--- src/hw/rtl/rars_pkg.sv ---
// ----------------------------------------------------------------------------
// rars_pkg
// Shared constants and controller/datapath interface types for the
// range add / range sum store.
// ----------------------------------------------------------------------------
package rars_pkg;

   localparam int MAX_ELEMENTS = 1024;
   localparam int IDX_W        = $clog2(MAX_ELEMENTS);
   localparam int LEN_W        = IDX_W + 1;
   localparam int POS_W        = IDX_W + 2;
   localparam int DATA_W       = 32;
   localparam int WORD_W       = 2 * DATA_W;

   localparam logic REQ_ADD   = 1'b0;
   localparam logic REQ_QUERY = 1'b1;

   typedef struct packed {
      logic load;
      logic prep;
      logic upd;
      logic mul;
      logic acc;
      logic clr_start;
      logic clr_step;
      logic phase;
   } cmd_type;

   typedef struct packed {
      logic ok;
      logic is_query;
      logic pos_valid;
      logic clr_last;
   } status_type;

endpackage

--- src/hw/rtl/rars_ctrl.sv ---
// ----------------------------------------------------------------------------
// rars_ctrl
// Sequencer: clearing pass, tree walks, prefix combine and result strobe.
// ----------------------------------------------------------------------------
module rars_ctrl (
   input  logic                 clock,
   input  logic                 reset,
   input  logic                 start,
   input  logic                 csr_wr_en,
   input  rars_pkg::status_type status,
   output rars_pkg::cmd_type    cmd,
   output logic                 busy,
   output logic                 rsp_valid
);
   import rars_pkg::*;

   typedef enum logic [7:0] {
      S_CLEAR = 8'b0000_0001,
      S_IDLE  = 8'b0000_0010,
      S_PREP  = 8'b0000_0100,
      S_RD    = 8'b0000_1000,
      S_UPD   = 8'b0001_0000,
      S_MUL   = 8'b0010_0000,
      S_ACC   = 8'b0100_0000,
      S_OUT   = 8'b1000_0000
   } state_type;

   state_type state_ff, state_in;
   logic      phase_ff, phase_in;

   always_comb begin
      state_in = state_ff;
      phase_in = phase_ff;
      cmd      = '0;
      cmd.phase = phase_ff;
      case (state_ff)
         S_CLEAR: begin
            cmd.clr_step = 1'b1;
            if (status.clr_last) begin
               state_in = S_IDLE;
            end
         end
         S_IDLE: begin
            if (start) begin
               cmd.load = 1'b1;
               phase_in = 1'b0;
               state_in = S_PREP;
            end
         end
         S_PREP: begin
            if (!status.ok) begin
               state_in = status.is_query ? S_OUT : S_IDLE;
            end else begin
               cmd.prep = 1'b1;
               state_in = S_RD;
            end
         end
         S_RD: begin
            if (status.pos_valid) begin
               state_in = S_UPD;
            end else if (status.is_query) begin
               state_in = S_MUL;
            end else if (!phase_ff) begin
               phase_in = 1'b1;
               state_in = S_PREP;
            end else begin
               state_in = S_IDLE;
            end
         end
         S_UPD: begin
            cmd.upd  = 1'b1;
            state_in = S_RD;
         end
         S_MUL: begin
            cmd.mul  = 1'b1;
            state_in = S_ACC;
         end
         S_ACC: begin
            cmd.acc = 1'b1;
            if (!phase_ff) begin
               phase_in = 1'b1;
               state_in = S_PREP;
            end else begin
               state_in = S_OUT;
            end
         end
         S_OUT: begin
            state_in = S_IDLE;
         end
         default: begin
            state_in = S_IDLE;
         end
      endcase
      // a length write empties the array
      if (csr_wr_en) begin
         cmd.clr_start = 1'b1;
         cmd.clr_step  = 1'b0;
         cmd.load      = 1'b0;
         state_in      = S_CLEAR;
      end
   end

   always_ff @(posedge clock) begin
      if (reset) begin
         state_ff <= S_CLEAR;
         phase_ff <= 1'b0;
      end else begin
         state_ff <= state_in;
         phase_ff <= phase_in;
      end
   end

   assign busy      = (state_ff != S_IDLE);
   assign rsp_valid = (state_ff == S_OUT);

endmodule

--- config.mk ---
export PLATFORM = sky130hd
export DESIGN_NAME = rars_ctrl
export DESIGN_NICKNAME = d
export VERILOG_FILES = /design/src/hw/rtl/rars_pkg.sv /design/src/hw/rtl/rars_ctrl.sv
export SDC_FILE = /design/constraint.sdc
export NUM_CORES = 1
export LEC_CHECK = 0
export CORE_MARGIN = 5
export CORE_UTILIZATION = 45
export DETAILED_ROUTE_END_ITERATION = 8
export DONT_BUFFER_PORTS = 1
export GPL_ROUTABILITY_DRIVEN = 0
export PLACE_DENSITY = 0.63
export SLEW_MARGIN = 20
export SYNTH_ARGS = -nofsm -noshare
export SYNTH_HDL_FRONTEND = slang
export SYNTH_SLANG_ARGS = --single-unit
--- constraint.sdc ---
create_clock -name clock -period 1.5 [get_ports clock]
set_input_delay 0.075 -clock clock [delete_from_list [all_inputs] [get_ports clock]]
set_output_delay 0.075 -clock clock [all_outputs]
set_load 0.01 [all_outputs]
==> results of run 1 <==
critical path, cell delays in order, from the launching register on:
cell and delay [ps]:
sky130_fd_sc_hd__dfxtp_4 360, sky130_fd_sc_hd__nor4_4 310, sky130_fd_sc_hd__nand2_2 120, sky130_fd_sc_hd__nor4_4 250, sky130_fd_sc_hd__buf_4 170
state kept, by name (all words and copies together) (netlist names):
name	cells
state_ff	8
phase_ff	1
cell usage in the layout (no fill, tap or decap), drive strengths merged:
cell type	instances
a211oi	1
a21oi	2
a31oi	1
a32oi	1
a41oi	1
and2b	1
and3	5
buf	12
clkbuf	3
clkinv	1
dfxtp	9
dlygate4sd3	5
inv	2
nand2	6
nand3	2
nand3b	1
nand4	1
nand4b	1
nor2	9
nor2b	5
nor3	2
nor3b	4
nor4	3
o211ai	2
o21a	1
o21ai	3
o41ai	1
or3	1
or4	1
xor2	1
metal layers:
metal / global-route usage [%] / up-vias / wire length (um)
li1: - / 293 / -
met1: 19.1 / 276 / 727
met2: 26.9 / 21 / 785
met3: 6.25 / 5 / 112
met4: 10.2 / 0 / 36
met5: 0 / - / 0
repair_timing:
item | 4_1_cts | 5_1_grt
hold buffers | 5 | 0
gates cloned | 0 | 0
setup endpoints to repair | 6 | 10
endpoints found under the hold margin | 5 | 0
gates resized for setup | 10 | 13
pin swaps | 5 | 2
buffers inserted | 4 | 1
cell usage after synthesis (all sizes together), types with 2 or more instances:
| cell | instances | area share [%] |
|---|---|---|
| inv | 2 | 1.3 |
| nor3 | 2 | 2.5 |
| nor2b | 5 | 5.3 |
| buf | 3 | 4.4 |
| nand2 | 6 | 3.8 |
| a21oi | 2 | 1.7 |
| nand3 | 2 | 1.7 |
| nor2 | 9 | 7.4 |
| and3 | 5 | 5.3 |
| o211ai | 2 | 2.5 |
| nor4 | 3 | 6.8 |
| nor3b | 4 | 5.1 |
| dfxtp | 9 | 30 |
| o21ai | 3 | 2.5 |
stage by stage:
step           setup TNS (ps)  area, sq um  util, %
6_report                 -149          823     64.9
5_1_grt                  -578          823     64.9
4_1_cts                 -67.2          777     61.2
3_5_place_dp                0          653     51.5
3_3_place_gp                0          653     51.5
2_1_floorplan               0          593        -
power groups by stage:
| stage | Combinational (mW) | Clock (mW) | Sequential, mW |
|---|---|---|---|
| final | 0.0583 | 0.194 | 0.247 |
| after global routing | 0.0623 | 0.211 | 0.248 |
| after CTS | 0.0533 | 0.200 | 0.246 |
| after detailed placement | 0.0403 | 0 | 0.253 |
| after global placement | 0.0402 | 0 | 0.253 |
| after floorplan | 0.0297 | 0 | 0.252 |
worst min-delay path by stage:
| stage | end | cells after the start |
|---|---|---|
| 2_1_floorplan | phase_ff | 1 |
| 3_3_place_gp | cmd[2] | 0 |
| 3_5_place_dp | cmd[2] | 0 |
| 4_1_cts | state_ff[3] | 2 |
| 5_1_grt | state_ff[3] | 2 |
| 6_report | state_ff[3] | 2 |
cells by family (layout without fill, tap and decap cells):
logic type	Yosys count	count (layout)	share of synthesized area (%)
flops	9	9	30.4
compound gates	13	13	16.0
simple gates	42	42	46.4
xor+xnor	1	1	1.48
buf+inv	5	23	5.70
final cells by class:
class                   instances  area share, %
clock buffers                   3           2.74
clock inverters                 1          0.608
inverters                       2          0.912
multi-input cells              56           52.6
flip-flops and latches          9           23.4
well taps                      15           2.28
repair buffers                 17           17.5
==> results.sh, run 1 <==
export IMPL_die_w_um=46.3
export IMPL_p_switching_mw=0.130
export IMPL_place_ws_ps=38.1
export IMPL_layout_drive_gt1_share_pct=47.7
export IMPL_sw_frac_of_total_pct=26.1
export IMPL_setup_repair_after_global_routing_missed_its_margin="true"
export IMPL_chipHeight_um=46.3
export IMPL_hpwl_um=1110
export IMPL_pin_count_of_the_biggest_net_entering_global_routing=10
export IMPL_clk_pin_slew_worst_paths_ps=60
export IMPL_vias=595
export IMPL_syn_instance_count=70
export IMPL_post_route_period_util_pct=104
export IMPL_synth_sequential_area_ratio_pct=30.4
export IMPL_syn_num_nets=78
export IMPL_synthToLayoutAreaGrowth_pct=38.8
export IMPL_drc=0
export IMPL_dp_cells=91
export IMPL_netlist_area_sq_um=593
export IMPL_post_drt_via_cell_ratio=5.78
export IMPL_tritoncts_num_buffers=3
export IMPL_antenna_left=0
export IMPL_final_seq_area_sq_um=193
export IMPL_io_pins=18
export IMPL_first_pass_iters=4
export IMPL_critical_path_startpoint_type="register"
export IMPL_fillers=116
export IMPL_cts_max_level=1
export IMPL_finish_cell_count_without_fillers=103
export IMPL_pwr_density_cell_mw_per_mm2=606
export IMPL_floorplan_die_area_sq_mm=0.00214
export IMPL_antenna_found_initial=0
export IMPL_clock_tree_buffer_depth=2
export IMPL_hold_class="input port to register"
export IMPL_drv_slew=0
export IMPL_synth_async_sr_flop_share_pct=0
export IMPL_port_buffers=0
export IMPL_gr_usage_all_layers_pct=17.0
export IMPL_critical_path_class="register to output pin"
export IMPL_number_of_flops_mapped_to_enable_cells_by_yosys=0
export IMPL_detail_route_wirelength_um=1660
export IMPL_timing_critical_path_from="state_ff[5]"
export IMPL_initial_utilization_pct=46.7
export IMPL_clockPowerShare_pct=38.8
export IMPL_nNetsFinal=97
export IMPL_synth_ff_latch_count=9
export IMPL_floorplan_rows=13
export IMPL_p_int_mw=0.369
export IMPL_timing_reg2reg_worst_path_depth=5
export IMPL_root_buffer_cell="sky130_fd_sc_hd__clkbuf_4"
export IMPL_maxCapViolations=0
export IMPL_status="finished with violations"
export IMPL_failing_checks="setup timing"
export IMPL_fmaxAchievable_mhz=644
export IMPL_synth_main_ff_cell="sky130_fd_sc_hd__dfxtp_1"
export IMPL_grt_pass1_wl_um=2470
export IMPL_critical_path_reg2reg_startpoint="state_ff[5]"
export IMPL_multiInputGateArea_sq_um=433
export IMPL_finClkSkew_ps=1.10
export IMPL_grt_overflow=0
export IMPL_grt_pass1_vias=600
export IMPL_worst_slew_margin_rel_pct=74.2
export IMPL_dr_first_iter_drc_count=5
export IMPL_tritoncts="done"
export IMPL_diodes=0
export IMPL_regToRegEndpoint="state_ff[1]"
export IMPL_critical_path_arrival_ps=1480
export IMPL_hold_path_startpoint="reset"
export IMPL_netlist_cell_type_count=33
export IMPL_setup_worst_path_end="cmd[6]"
export IMPL_register_to_register_path_setup_slack_ps=-20
export IMPL_final_setup_worst_slack_ps=-53.7
export IMPL_hold_viol=0
export IMPL_floorplan_core_area_sq_mm=0.00127
export IMPL_crit_path_max_fanout=2
export IMPL_synth_warn=0
export IMPL_crit_required_ps=1420
export IMPL_avgRoutedWirePerCell_um=16.1
export IMPL_postSynthAreaPerCell_sq_um=8.47
export IMPL_design_power_total_mw=0.499
export IMPL_timing_critical_path_to_type="output pin"
export IMPL_layout_min_cycle_time_ps=1550
export IMPL_vdd_drop_max_v=0.000415
export IMPL_cts_sink_count=9
export IMPL_fin_worst_hold_slack_ps=38.0
export IMPL_p_seq_share_pct=49.6
export IMPL_clkLatencyLatePin_ps=270
export IMPL_static_leakage_power_nw=0.324
export IMPL_timing_final_setup_violations=4
export IMPL_actual_slew_at_the_worst_max_slew_pin_ps=386
export IMPL_pwr_share_comb_pct=11.7
Note: power is estimated with default switching activity, not from simulation.
==> inputs of run 2 (changes only) <==
- CTS_BUF_LIST: unset -> sky130_fd_sc_hd__clkbuf_8
==> run 2 against run 1 <==
Against the previous run: the run still ends with setup timing left; die area unchanged; clock-buffer cell count is the same; total power is 19% higher; hold slack lost 9.8 ps; global-route usage is 0.71 points higher; register-to-register slack got worse by 20 ps; cell area rose by 1.8%; first-iteration DRC count grew to 3.2 times the previous value; worst setup slack improved by 13 ps; combinational power fell by 2%; sequential share of layout area shrank 0.72 points; wire length shrank 1.5%; critical path type is now register to register; largest cell class unchanged.
==> results.sh, run 2 (same netlist as run 1, synthesis figures left out) <==
export IMPL_status="finished with violations"
export IMPL_failing_checks="setup timing"
export IMPL_floorplan_rows=13
export IMPL_final_setup_worst_slack_ps=-40.9
export IMPL_actual_slew_at_the_worst_max_slew_pin_ps=389
export IMPL_hold_viol=0
export IMPL_detail_route_wirelength_um=1640
export IMPL_critical_path_max_stage_delay_ps=510
export IMPL_path_buf_inv=1
export IMPL_fillers=110
export IMPL_clk_pin_slew_worst_paths_ps=40
export IMPL_timing_reg2reg_worst_path_depth=5
export IMPL_io_pins=18
export IMPL_pwr_density_cell_mw_per_mm2=708
export IMPL_critical_path_arrival_ps=1700
export IMPL_cts_sink_count=9
export IMPL_grt_pass1_wl_um=2590
export IMPL_dr_first_iter_drc_count=16
export IMPL_avgRoutedWirePerCell_um=15.4
export IMPL_top_regs="state_ff x8, phase_ff x1"
export IMPL_tritoncts_num_buffers=3
export IMPL_pin_count_of_the_biggest_net_entering_global_routing=10
export IMPL_whs_path_depth=1
export IMPL_max_flop_register="state_ff"
export IMPL_worst_slew_margin_rel_pct=74.0
export IMPL_first_pass_iters=4
export IMPL_finClkSkew_ps=7.40
export IMPL_critical_path_class="register to register"
export IMPL_port_buffers=0
export IMPL_holdPathEnd="state_ff[0]"
export IMPL_timing_critical_path_max_delay_family="simple AND/OR/NAND/NOR gates"
export IMPL_root_buffer_cell="sky130_fd_sc_hd__clkbuf_8"
export IMPL_critPathSlowestCell="sky130_fd_sc_hd__or4_4"
export IMPL_antenna_left=0
export IMPL_gr_usage_all_layers_pct=17.7
export IMPL_finalCoreUtilization_pct=66.1
export IMPL_nNetsFinal=100
export IMPL_multiInputGateArea_sq_um=415
export IMPL_drv_slew=0
export IMPL_antenna_found_initial=0
export IMPL_timing_critical_path_to_type="register"
export IMPL_setup_repair_after_global_routing_missed_its_margin="true"
export IMPL_floorplan_core_area_sq_mm=0.00127
export IMPL_regToRegEndpoint="state_ff[1]"
export IMPL_grt_overflow=0
export IMPL_initial_utilization_pct=46.7
export IMPL_register_to_register_path_setup_slack_ps=-40
export IMPL_largest_register_ffs=8
export IMPL_fin_worst_hold_slack_ps=28.2
export IMPL_drc=0
export IMPL_final_seq_area_sq_um=190
export IMPL_synthToLayoutAreaGrowth_pct=41.4
export IMPL_layout_min_cycle_time_ps=1540
export IMPL_floorplan_die_area_sq_mm=0.00214
export IMPL_timing_final_setup_violations=2
export IMPL_tritoncts="done"
export IMPL_vias=603
export IMPL_hold_path_startpoint="status[0]"
export IMPL_hpwl_um=1110
export IMPL_post_drt_via_cell_ratio=5.69
export IMPL_critical_path_reg2reg_startpoint="state_ff[7]"
export IMPL_maxCapViolations=0
export IMPL_grt_pass1_vias=602
export IMPL_design_power_total_mw=0.594
export IMPL_clkLatencyLatePin_ps=240
export IMPL_die_w_um=46.3
export IMPL_place_ws_ps=38.1
export IMPL_static_leakage_power_nw=0.343
export IMPL_hold_class="input port to register"
export IMPL_diodes=0
export IMPL_vdd_drop_max_v=0.000587
export IMPL_critical_path_startpoint_type="register"
export IMPL_clock_tree_buffer_depth=2
export IMPL_crit_path_max_fanout=4
export IMPL_cts_max_level=1
export IMPL_crit_required_ps=1660
export IMPL_fmaxAchievable_mhz=649
export IMPL_chipHeight_um=46.3
export IMPL_mostFrequentLayoutCell="sky130_fd_sc_hd__buf_4"
export IMPL_post_route_period_util_pct=103
export IMPL_layout_drive_gt1_share_pct=41.8
export IMPL_critical_path_cell_chain="buf_4 > nor3_2 > nand2_1 > or4_4 > a41oi_2"
-- run 2: cell count changes in the layout (fill, tap and decap cells not counted), moves of 2 or more --
cell and change:
sky130_fd_sc_hd__buf_4 +5, sky130_fd_sc_hd__dfxtp_2 -5, sky130_fd_sc_hd__dfxtp_1 +4, sky130_fd_sc_hd__clkbuf_4 -3, sky130_fd_sc_hd__clkbuf_8 +3, sky130_fd_sc_hd__nand3_1 +2
sky130_fd_sc_hd__nand3_2 -2
-- run 2: worst reg2reg max path, cell delays in order, from the launching register on --
cell,delay (ps)
sky130_fd_sc_hd__dfxtp_4,350
sky130_fd_sc_hd__buf_4,140
sky130_fd_sc_hd__nor3_2,160
sky130_fd_sc_hd__nand2_1,130
sky130_fd_sc_hd__or4_4,510
sky130_fd_sc_hd__a41oi_2,170
-- run 2: worst max-delay path by stage --
| stage | from | endpoint | slack [ps] | cells after the start |
|---|---|---|---|---|
| after floorplan | state_ff[3] | state_ff[3] | 130 | 5 |
| after global placement | state_ff[3] | state_ff[1] | 50 | 4 |
| after detailed placement | state_ff[3] | state_ff[1] | 40 | 4 |
| after CTS | state_ff[5] | cmd[6] | -60 | 4 |
| after global routing | state_ff[7] | cmd[1] | -130 | 5 |
| final | state_ff[7] | state_ff[1] | -40 | 5 |
-- run 2: what timing repair did --
| action | 4_1_cts | 5_1_grt |
|---|---|---|
| hold endpoints to repair | 4 | 0 |
| hold buffers | 4 | 0 |
| pin swaps | 5 | 7 |
| setup endpoints to repair | 6 | 8 |
| buffers inserted | 4 | 4 |
| resized for setup | 9 | 5 |
-- run 2: metal layers --
| layer | share of wire [%] | routed length [um] | track usage, % |
|---|---|---|---|
| met1 | 44 | 713 | 20.0 |
| met2 | 47 | 774 | 28.3 |
| met3 | 6.6 | 108 | 5.08 |
| met4 | 2.4 | 40 | 11.9 |
| met5 | 0 | 0 | 0 |
-- run 2: through the flow --
step / setup TNS (ps) / instances / area (sq um)
2_1_floorplan: 0 / 70 / 593
3_3_place_gp: 0 / 91 / 653
3_5_place_dp: 0 / 91 / 653
4_1_cts: -64.5 / 102 / 788
5_1_grt: -327 / 106 / 838
6_report: -81.2 / 106 / 838
-- run 2: power breakdown --
| part | internal (mW) | leakage, nW | switching [mW] |
|---|---|---|---|
| clock network | 0.182 | 0.0255 | 0.109 |
| logic | 0.0292 | 0.242 | 0.0280 |
| registers | 0.239 | 0.0756 | 0.00581 |
| total | 0.451 | 0.343 | 0.143 |
-- run 2: cell type report --
class                      instances  share of cell area, %
sequential                         9                   22.7
tap                               15                   2.24
multi-input combinational         56                   49.6
timing repair buffer              20                   19.1
clock buffer                       3                   4.93
clock inverter                     1                  0.597
inverter                           2                  0.896
